File: config.mk
export PLATFORM = sky130hd
export DESIGN_NAME = load_store_multiple_sequencer_top
export DESIGN_NICKNAME = d
export VERILOG_FILES = /design/src/sv/lsms_pkg.sv /design/src/sv/lsms_alu.sv /design/src/sv/load_store_multiple_sequencer_top.sv
export SDC_FILE = /design/constraint.sdc
export NUM_CORES = 1
export LEC_CHECK = 0
export ABC_CLOCK_PERIOD_IN_PS = 4830
export BUFFER_PORTS_ARGS = -buffer_cell sky130_fd_sc_hd__buf_2
export CORE_ASPECT_RATIO = 1.1
export CORE_MARGIN = 10
export CORE_UTILIZATION = 45
export CTS_CLUSTER_DIAMETER = 120
export CTS_CLUSTER_SIZE = 14
export DETAILED_ROUTE_END_ITERATION = 10
export GPL_ROUTABILITY_DRIVEN = 0
export PLACE_DENSITY = 0.66
export REMOVE_ABC_BUFFERS = 1
export SLEW_MARGIN = 20
export SYNTH_ARGS = -nofsm -noshare
export SYNTH_HDL_FRONTEND = slang
export SYNTH_SLANG_ARGS = --single-unit
File: constraint.sdc
create_clock -name i_clk -period 4.83 [get_ports i_clk]
set_clock_uncertainty 0.05 [all_clocks]
set_input_delay 0.966 -clock i_clk [delete_from_list [all_inputs] [get_ports i_clk]]
set_output_delay 0.966 -clock i_clk [all_outputs]
set_load 0.005 [all_outputs]
File: src/sv/lsms_pkg.sv
// Shared types and constants for the load/store-multiple sequencer.
package lsms_pkg;

    localparam int unsigned NUM_REGS    = 16;
    localparam int unsigned REG_IDX_W   = $clog2(NUM_REGS);
    localparam int unsigned COUNT_W     = $clog2(NUM_REGS + 1);
    localparam int unsigned SPAN_W      = COUNT_W + 2;
    localparam int unsigned WORD_W      = 32;
    localparam logic [WORD_W-1:0] WORD_BYTES = 32'd4;

    // first halfword decode
    localparam int unsigned HW_INC_BIT  = 7;
    localparam int unsigned HW_WB_BIT   = 5;
    localparam int unsigned HW_LOAD_BIT = 4;

    typedef struct packed {
        logic [15:0]       first_halfword;
        logic [15:0]       register_list;
        logic [WORD_W-1:0] base_value;
        logic [WORD_W-1:0] pc_value;
    } t_in_txn;

    typedef struct packed {
        logic                 illegal;
        logic                 is_load;
        logic [WORD_W-1:0]    access_address;
        logic [REG_IDX_W-1:0] reg_index;
        logic [WORD_W-1:0]    pc_store_value;
        logic                 do_writeback;
        logic [REG_IDX_W-1:0] writeback_reg;
        logic [WORD_W-1:0]    writeback_value;
        logic                 last;
    } t_out_txn;

    typedef enum logic [2:0] {
        S_IDLE,
        S_START,
        S_WBACK,
        S_PC,
        S_EMIT
    } t_state;

    typedef enum logic {
        ALU_ADD,
        ALU_SUB
    } t_alu_op;

endpackage

File: src/sv/lsms_alu.sv
// Shared 32-bit add/subtract unit used for every address computation.
module lsms_alu
    import lsms_pkg::*;
(
    input  t_alu_op           i_op,
    input  logic [WORD_W-1:0] i_a,
    input  logic [WORD_W-1:0] i_b,
    output logic [WORD_W-1:0] o_result
);

    always_comb begin
        case (i_op)
            ALU_ADD: o_result = i_a + i_b;
            ALU_SUB: o_result = i_a - i_b;
            default: o_result = i_a + i_b;
        endcase
    end

endmodule

File: src/sv/load_store_multiple_sequencer_top.sv
// Top level of the load/store-multiple sequencer.
//
// Input channel (i_in_valid / o_in_ready / i_in_data): one transaction is one
// load/store-multiple instruction with base register value and PC.
// Output channel (o_out_valid / i_out_ready / o_out_data): one transaction per
// set bit of the register list, ascending register order; the final one has
// last set and carries the base writeback when requested. An empty list gives
// a single transaction with illegal and last set, all other fields zero.
//
// Sequence: after acceptance, the single shared adder forms the start address,
// the writeback value and PC+4 in the states START, WBACK and PC; then EMIT
// gives one access per cycle while the receiver does not stall, the adder
// stepping the address by four. An empty list goes straight from idle to EMIT.
// o_in_ready is high only in idle, so a new instruction is taken only after
// the previous one has emitted its last transaction.
//
// A receiver stall simply holds the output register; the sequencer waits in EMIT.
// Synchronous active-low reset returns to idle with no output pending.
module load_store_multiple_sequencer_top
    import lsms_pkg::*;
(
    input  logic     i_clk,
    input  logic     i_rst_n,
    input  logic     i_in_valid,
    output logic     o_in_ready,
    input  t_in_txn  i_in_data,
    output logic     o_out_valid,
    input  logic     i_out_ready,
    output t_out_txn o_out_data
);

    // control state
    t_state r_state, n_state;
    logic   r_out_valid, n_out_valid;

    // instruction context
    logic                 r_inc, r_wb, r_load, r_illegal;
    logic [REG_IDX_W-1:0] r_rn;
    logic [15:0]          r_list, n_list;
    logic [SPAN_W-1:0]    r_span;
    logic [WORD_W-1:0]    r_base, r_pc, r_addr, r_wb_value, r_pcs;
    t_out_txn             r_out, n_out;

    // shared adder
    t_alu_op           alu_op;
    logic [WORD_W-1:0] alu_a, alu_b, alu_res;

    logic                 in_fire;
    logic                 out_free;
    logic                 emit;
    logic [COUNT_W-1:0]   in_count;
    logic [REG_IDX_W-1:0] low_idx;
    logic                 list_last;
    logic [15:0]          list_minus1;

    lsms_alu u_alu (
        .i_op     (alu_op),
        .i_a      (alu_a),
        .i_b      (alu_b),
        .o_result (alu_res)
    );

    assign in_fire  = i_in_valid && o_in_ready;
    assign out_free = !r_out_valid || i_out_ready;
    assign emit     = (r_state == S_EMIT) && out_free;

    // number of registers in the incoming list
    always_comb begin
        in_count = '0;
        for (int i = 0; i < NUM_REGS; i++) begin
            in_count = in_count + COUNT_W'(i_in_data.register_list[i]);
        end
    end

    // lowest remaining register
    always_comb begin
        low_idx = '0;
        for (int i = NUM_REGS - 1; i >= 0; i--) begin
            if (r_list[i]) begin
                low_idx = REG_IDX_W'(i);
            end
        end
    end

    assign list_minus1 = r_list - 16'd1;
    assign list_last   = ((r_list & list_minus1) == 16'd0);

    // adder operand selection per sequencer step
    always_comb begin
        alu_op = ALU_ADD;
        alu_a  = r_addr;
        alu_b  = WORD_BYTES;
        case (r_state)
            S_START: begin
                alu_a  = r_base;
                alu_b  = r_inc ? '0 : WORD_W'(r_span);
                alu_op = r_inc ? ALU_ADD : ALU_SUB;
            end
            S_WBACK: begin
                alu_a  = r_base;
                alu_b  = WORD_W'(r_span);
                alu_op = r_inc ? ALU_ADD : ALU_SUB;
            end
            S_PC: begin
                alu_a = r_pc;
            end
            default: begin
                alu_a = r_addr;
            end
        endcase
    end

    // next state and output register
    always_comb begin
        n_state     = r_state;
        n_list      = r_list;
        n_out_valid = r_out_valid && !i_out_ready;
        n_out       = r_out;
        o_in_ready  = 1'b0;
        case (r_state)
            S_IDLE: begin
                o_in_ready = 1'b1;
                if (i_in_valid) begin
                    n_list  = i_in_data.register_list;
                    n_state = (in_count == '0) ? S_EMIT : S_START;
                end
            end
            S_START: n_state = S_WBACK;
            S_WBACK: n_state = S_PC;
            S_PC:    n_state = S_EMIT;
            S_EMIT: begin
                if (out_free) begin
                    n_out_valid = 1'b1;
                    n_out       = '0;
                    n_out.last  = 1'b1;
                    if (r_illegal) begin
                        n_out.illegal = 1'b1;
                        n_state       = S_IDLE;
                    end else begin
                        n_out.is_load        = r_load;
                        n_out.access_address = r_addr;
                        n_out.reg_index      = low_idx;
                        n_out.pc_store_value = r_pcs;
                        n_out.last           = list_last;
                        if (list_last && r_wb) begin
                            n_out.do_writeback    = 1'b1;
                            n_out.writeback_reg   = r_rn;
                            n_out.writeback_value = r_wb_value;
                        end
                        n_list = r_list & list_minus1;
                        if (list_last) begin
                            n_state = S_IDLE;
                        end
                    end
                end
            end
            default: n_state = S_IDLE;
        endcase
    end

    always_ff @(posedge i_clk) begin
        if (!i_rst_n) begin
            r_state     <= S_IDLE;
            r_out_valid <= 1'b0;
        end else begin
            r_state     <= n_state;
            r_out_valid <= n_out_valid;
        end
    end

    always_ff @(posedge i_clk) begin
        r_list <= n_list;
        r_out  <= n_out;
        if (in_fire) begin
            r_inc     <= i_in_data.first_halfword[HW_INC_BIT];
            r_wb      <= i_in_data.first_halfword[HW_WB_BIT];
            r_load    <= i_in_data.first_halfword[HW_LOAD_BIT];
            r_rn      <= i_in_data.first_halfword[REG_IDX_W-1:0];
            r_illegal <= (in_count == '0);
            r_span    <= {in_count, 2'b00};
            r_base    <= i_in_data.base_value;
            r_pc      <= i_in_data.pc_value;
        end
        if (r_state == S_START || emit) begin
            r_addr <= alu_res;
        end
        if (r_state == S_WBACK) begin
            r_wb_value <= alu_res;
        end
        if (r_state == S_PC) begin
            r_pcs <= alu_res;
        end
    end

    assign o_out_valid = r_out_valid;
    assign o_out_data  = r_out;

    // an illegal result always closes its instruction
    a_illegal_last: assert property (@(posedge i_clk) disable iff (!i_rst_n)
        (o_out_valid && o_out_data.illegal) |-> o_out_data.last)
        else $error("illegal result without last");

    // writeback only rides on the final access
    a_wb_on_last: assert property (@(posedge i_clk) disable iff (!i_rst_n)
        (o_out_valid && o_out_data.do_writeback) |-> o_out_data.last)
        else $error("writeback on non-final access");

    // a legal instruction never reaches the emit step with nothing left
    a_list_nonempty: assert property (@(posedge i_clk) disable iff (!i_rst_n)
        (r_state == S_EMIT && !r_illegal) |-> (r_list != 16'd0))
        else $error("emit step with empty register list");

    // an accepted instruction always leaves idle
    a_leave_idle: assert property (@(posedge i_clk) disable iff (!i_rst_n)
        in_fire |=> (r_state != S_IDLE))
        else $error("accepted instruction dropped");

endmodule
==> results_dict.tcl <==
set metrics [dict create \
    ys.flop_type "edfxtp_1" \
    worstMarginPinSlew_ns 1.104 \
    slew_headroom 0.2637 \
    path_delay_family "compound AO/OA/AOI/OAI gates" \
    synth_cell_types 57 \
    drive_gt1_frac 0.2313 \
    crit_type "reg -> reg" \
    cts_sinks 301 \
    met2_usage 0.2775 \
    place_area_mm2 0.01477 \
    antenna_found_initial 2 \
    grt-busiest-layer "met2" \
    initial_core_util 0.4592 \
    max_clock_freq_mhz 224.7 \
    die_area_mm2 0.03682 \
    die_x_um 183.9 \
    path_cells "nand2b_1 > o21a_1 > nor2_1 > nand2_1 > ha_1 > and2_1 > ha_1 > nand2b_1 > ha_1 > nand4_1 > a21oi_1 > o21ai_1 > a311oi_1 > nor3_1 > buf_4 > o211ai_1 > xnor2_1" \
    grt_use_met1 0.2068 \
    place.detailed.hpwl_um 21170 \
    setup-violations-final 0 \
    grt_max_degree 78 \
    avgRoutedWirePerCell_um 20.28 \
    vias 8133 \
    regToRegSetupSlack_ns 0.38 \
    yosysWarnings 0 \
    final_nets 1286 \
    crit_path_frequent_cell "ha_1" \
    min_period_over_period 0.9215 \
    io_pins 210 \
    syn_area_mm2 0.01329 \
    cellLeakagePower_nw 5.852 \
    synthCells 932 \
    routed_via_density 5.354 \
    grt_pass1_wl_um 47580 \
    met3_usage 0.03617 \
    coreArea_mm2 0.02895 \
    yosysSeqAreaShare 0.6769 \
    syn_area_per_cell_um2 14.26 \
    critPathBufInv 1 \
    cts_tree "done" \
    multi_input_area_mm2 0.004038 \
    htreeDepth 1 \
    cts_made_buffers 25 \
    whs_ns 0.4495 \
    regArea_mm2 0.009005 \
    grt_pass1_vias 8367 \
    slowest_stage "ha_1" \
    min_period_ns 4.451 \
    slowest_delay_ns 0.49 \
    die_h_um 200.3 \
    path_clk_slew_ns 0.07 \
    cts_root_buf "clkbuf_16" \
    cp_data_arrival_time_ns 4.67 \
    hp-class "reg -> reg" \
    place_ws_ns -0.06602 \
    drtIter0Drc 580 \
    status "finished, final reports clean" \
    hold_viol 0 \
    slew_violations 0 \
    grt.total_usage 0.1637 \
    max-vdd-ir-drop_uv 304.7 \
    insertion_delay_ns 0.54 \
    startpoint_type "flop" \
    finalWirelength_um 30810 \
    rsz0062_at_grt "false" \
    async_flop_share 0 \
    worstPathRequired_ns 5.05 \
    ant_nets 0 \
    num_rows 65 \
    synth_edf_count 297 \
    worst_slack_ns 0.3790 \
    portBuffers 200 \
    final_cell_area_mm2 0.01549 \
    synth_seq_cells 301 \
    overflow 0 \
    fillers 2438 \
    critPathCaptureType "flop" \
    power_density_mw_per_mm2 782.4 \
    drv_cap 0 \
    syn2layout_area_growth_pct 16.49 \
    drtPass1Iterations 5 \
    clockBufferDepth 3 \
    p_total_mw 12.12 \
    drc 0 \
    crit_path_max_fanout 6 \
]
==> worst register-to-register path: cells and delay by family (launching register included) <==
kind	cells	cell delay (ns)
xor+xnor	1	0.16
simple gates	7	1.15
compound gates	5	1.43
flops	1	0.35
buf+inv	1	0.17
fa+ha+maj	3	0.87
==> power by group <==
part | leakage (nW) | switching (mW) | internal [mW]
logic | 2.66 | 3.32 | 2.06
clock network | 0.329 | 0.870 | 0.949
registers | 2.86 | 0.300 | 4.62
total | 5.85 | 4.49 | 7.63
==> final cells by class <==
class,count,area share
inverter,33,0.007999
clock buffer,35,0.04282
sequential,301,0.5815
antenna,1,0.0001616
multi-input combinational,560,0.2607
tap,368,0.02973
clock inverter,2,0.001131
timing repair buffer,219,0.07595
==> worst paths after layout <==
path,startpoint,to,depth (start not counted)
max,r_state[1],r_pcs[31],17
min,r_wb_value[10],o_out_data[11],1
max reg2reg,r_state[1],r_pcs[31],17
min reg2reg,r_wb_value[10],o_out_data[11],1
==> timing repair <==
action | in CTS | in global routing
buffers inserted | 0 | 0
hold buffers | 0 | 0
endpoints found under the hold margin | 0 | 0
endpoints found under the setup margin | 0 | 3
resized for setup | 0 | 1
==> stage by stage <==
step	cells	setup TNS, ns	util
2_1_floorplan	894	-26.34	-
6_report	1519	0	0.5349
3_5_place_dp	1480	-0.06602	0.5101
4_1_cts	1517	0	0.5336
5_1_grt	1519	0	0.5349
3_3_place_gp	1480	0	0.5101
==> layout by cell type (no fill, tap or decap), drive strengths merged, types with 35 or more instances in the layout <==
master,n
o21ai,36
inv,35
ha,36
and2,44
nor2b,72
edfxtp,297
buf,219
clkbuf,35
nand2,38
a21oi,58
==> per-layer routing <==
layer | vias to the layer above | share of wire
met5 | - | 0.00039
met4 | 2 | 0.021
met3 | 50 | 0.063
met2 | 235 | 0.49
met1 | 3941 | 0.42
li1 | 3905 | -
==> state kept, by name, indices dropped and copies added, names as in the netlist <==
name         flops
r_list          16
r_pcs           32
r_wb_value      32
r_pc            32
r_load           1
r_base          32
r_rn             4
r_span           5
r_illegal        1
r_inc            1
o_out_valid      1
r_addr          32
r_state          3
r_wb             1
o_out_data     108
==> synth_stat cells (6+ instances only) <==
library cell / instances / share of area
mux2i_1: 34 / 0.026
ha_1: 36 / 0.034
nand2b_1: 6 / 0.0028
nor3_1: 10 / 0.0038
nor2_1: 28 / 0.0079
nor2b_1: 72 / 0.034
nand2_1: 38 / 0.011
xnor2_1: 15 / 0.0099
a21oi_1: 58 / 0.022
o21a_1: 8 / 0.0045
xor2_1: 11 / 0.0072
edfxtp_1: 297 / 0.67
fa_1: 10 / 0.015
o21ai_0: 33 / 0.012
o22a_1: 32 / 0.021
nor3b_1: 32 / 0.018
inv_1: 33 / 0.0093
a21o_1: 9 / 0.0051
o31ai_1: 7 / 0.0040
clkbuf_1: 33 / 0.0093
and2_1: 44 / 0.021
nand3_1: 9 / 0.0034
==> cells by family (layout without fill, tap and decap cells) <==
kind of cell | count (synthesis) | count (layout) | share of synthesized area
buf+inv | 71 | 289 | 0.02174
fa+ha+maj | 48 | 48 | 0.05054
compound gates | 184 | 184 | 0.08941
simple gates | 268 | 268 | 0.1187
mux | 34 | 34 | 0.02560
other cells | 0 | 1 | 0
flops | 301 | 301 | 0.6769
xor+xnor | 26 | 26 | 0.01713
Power figures use the tool's default switching activity.
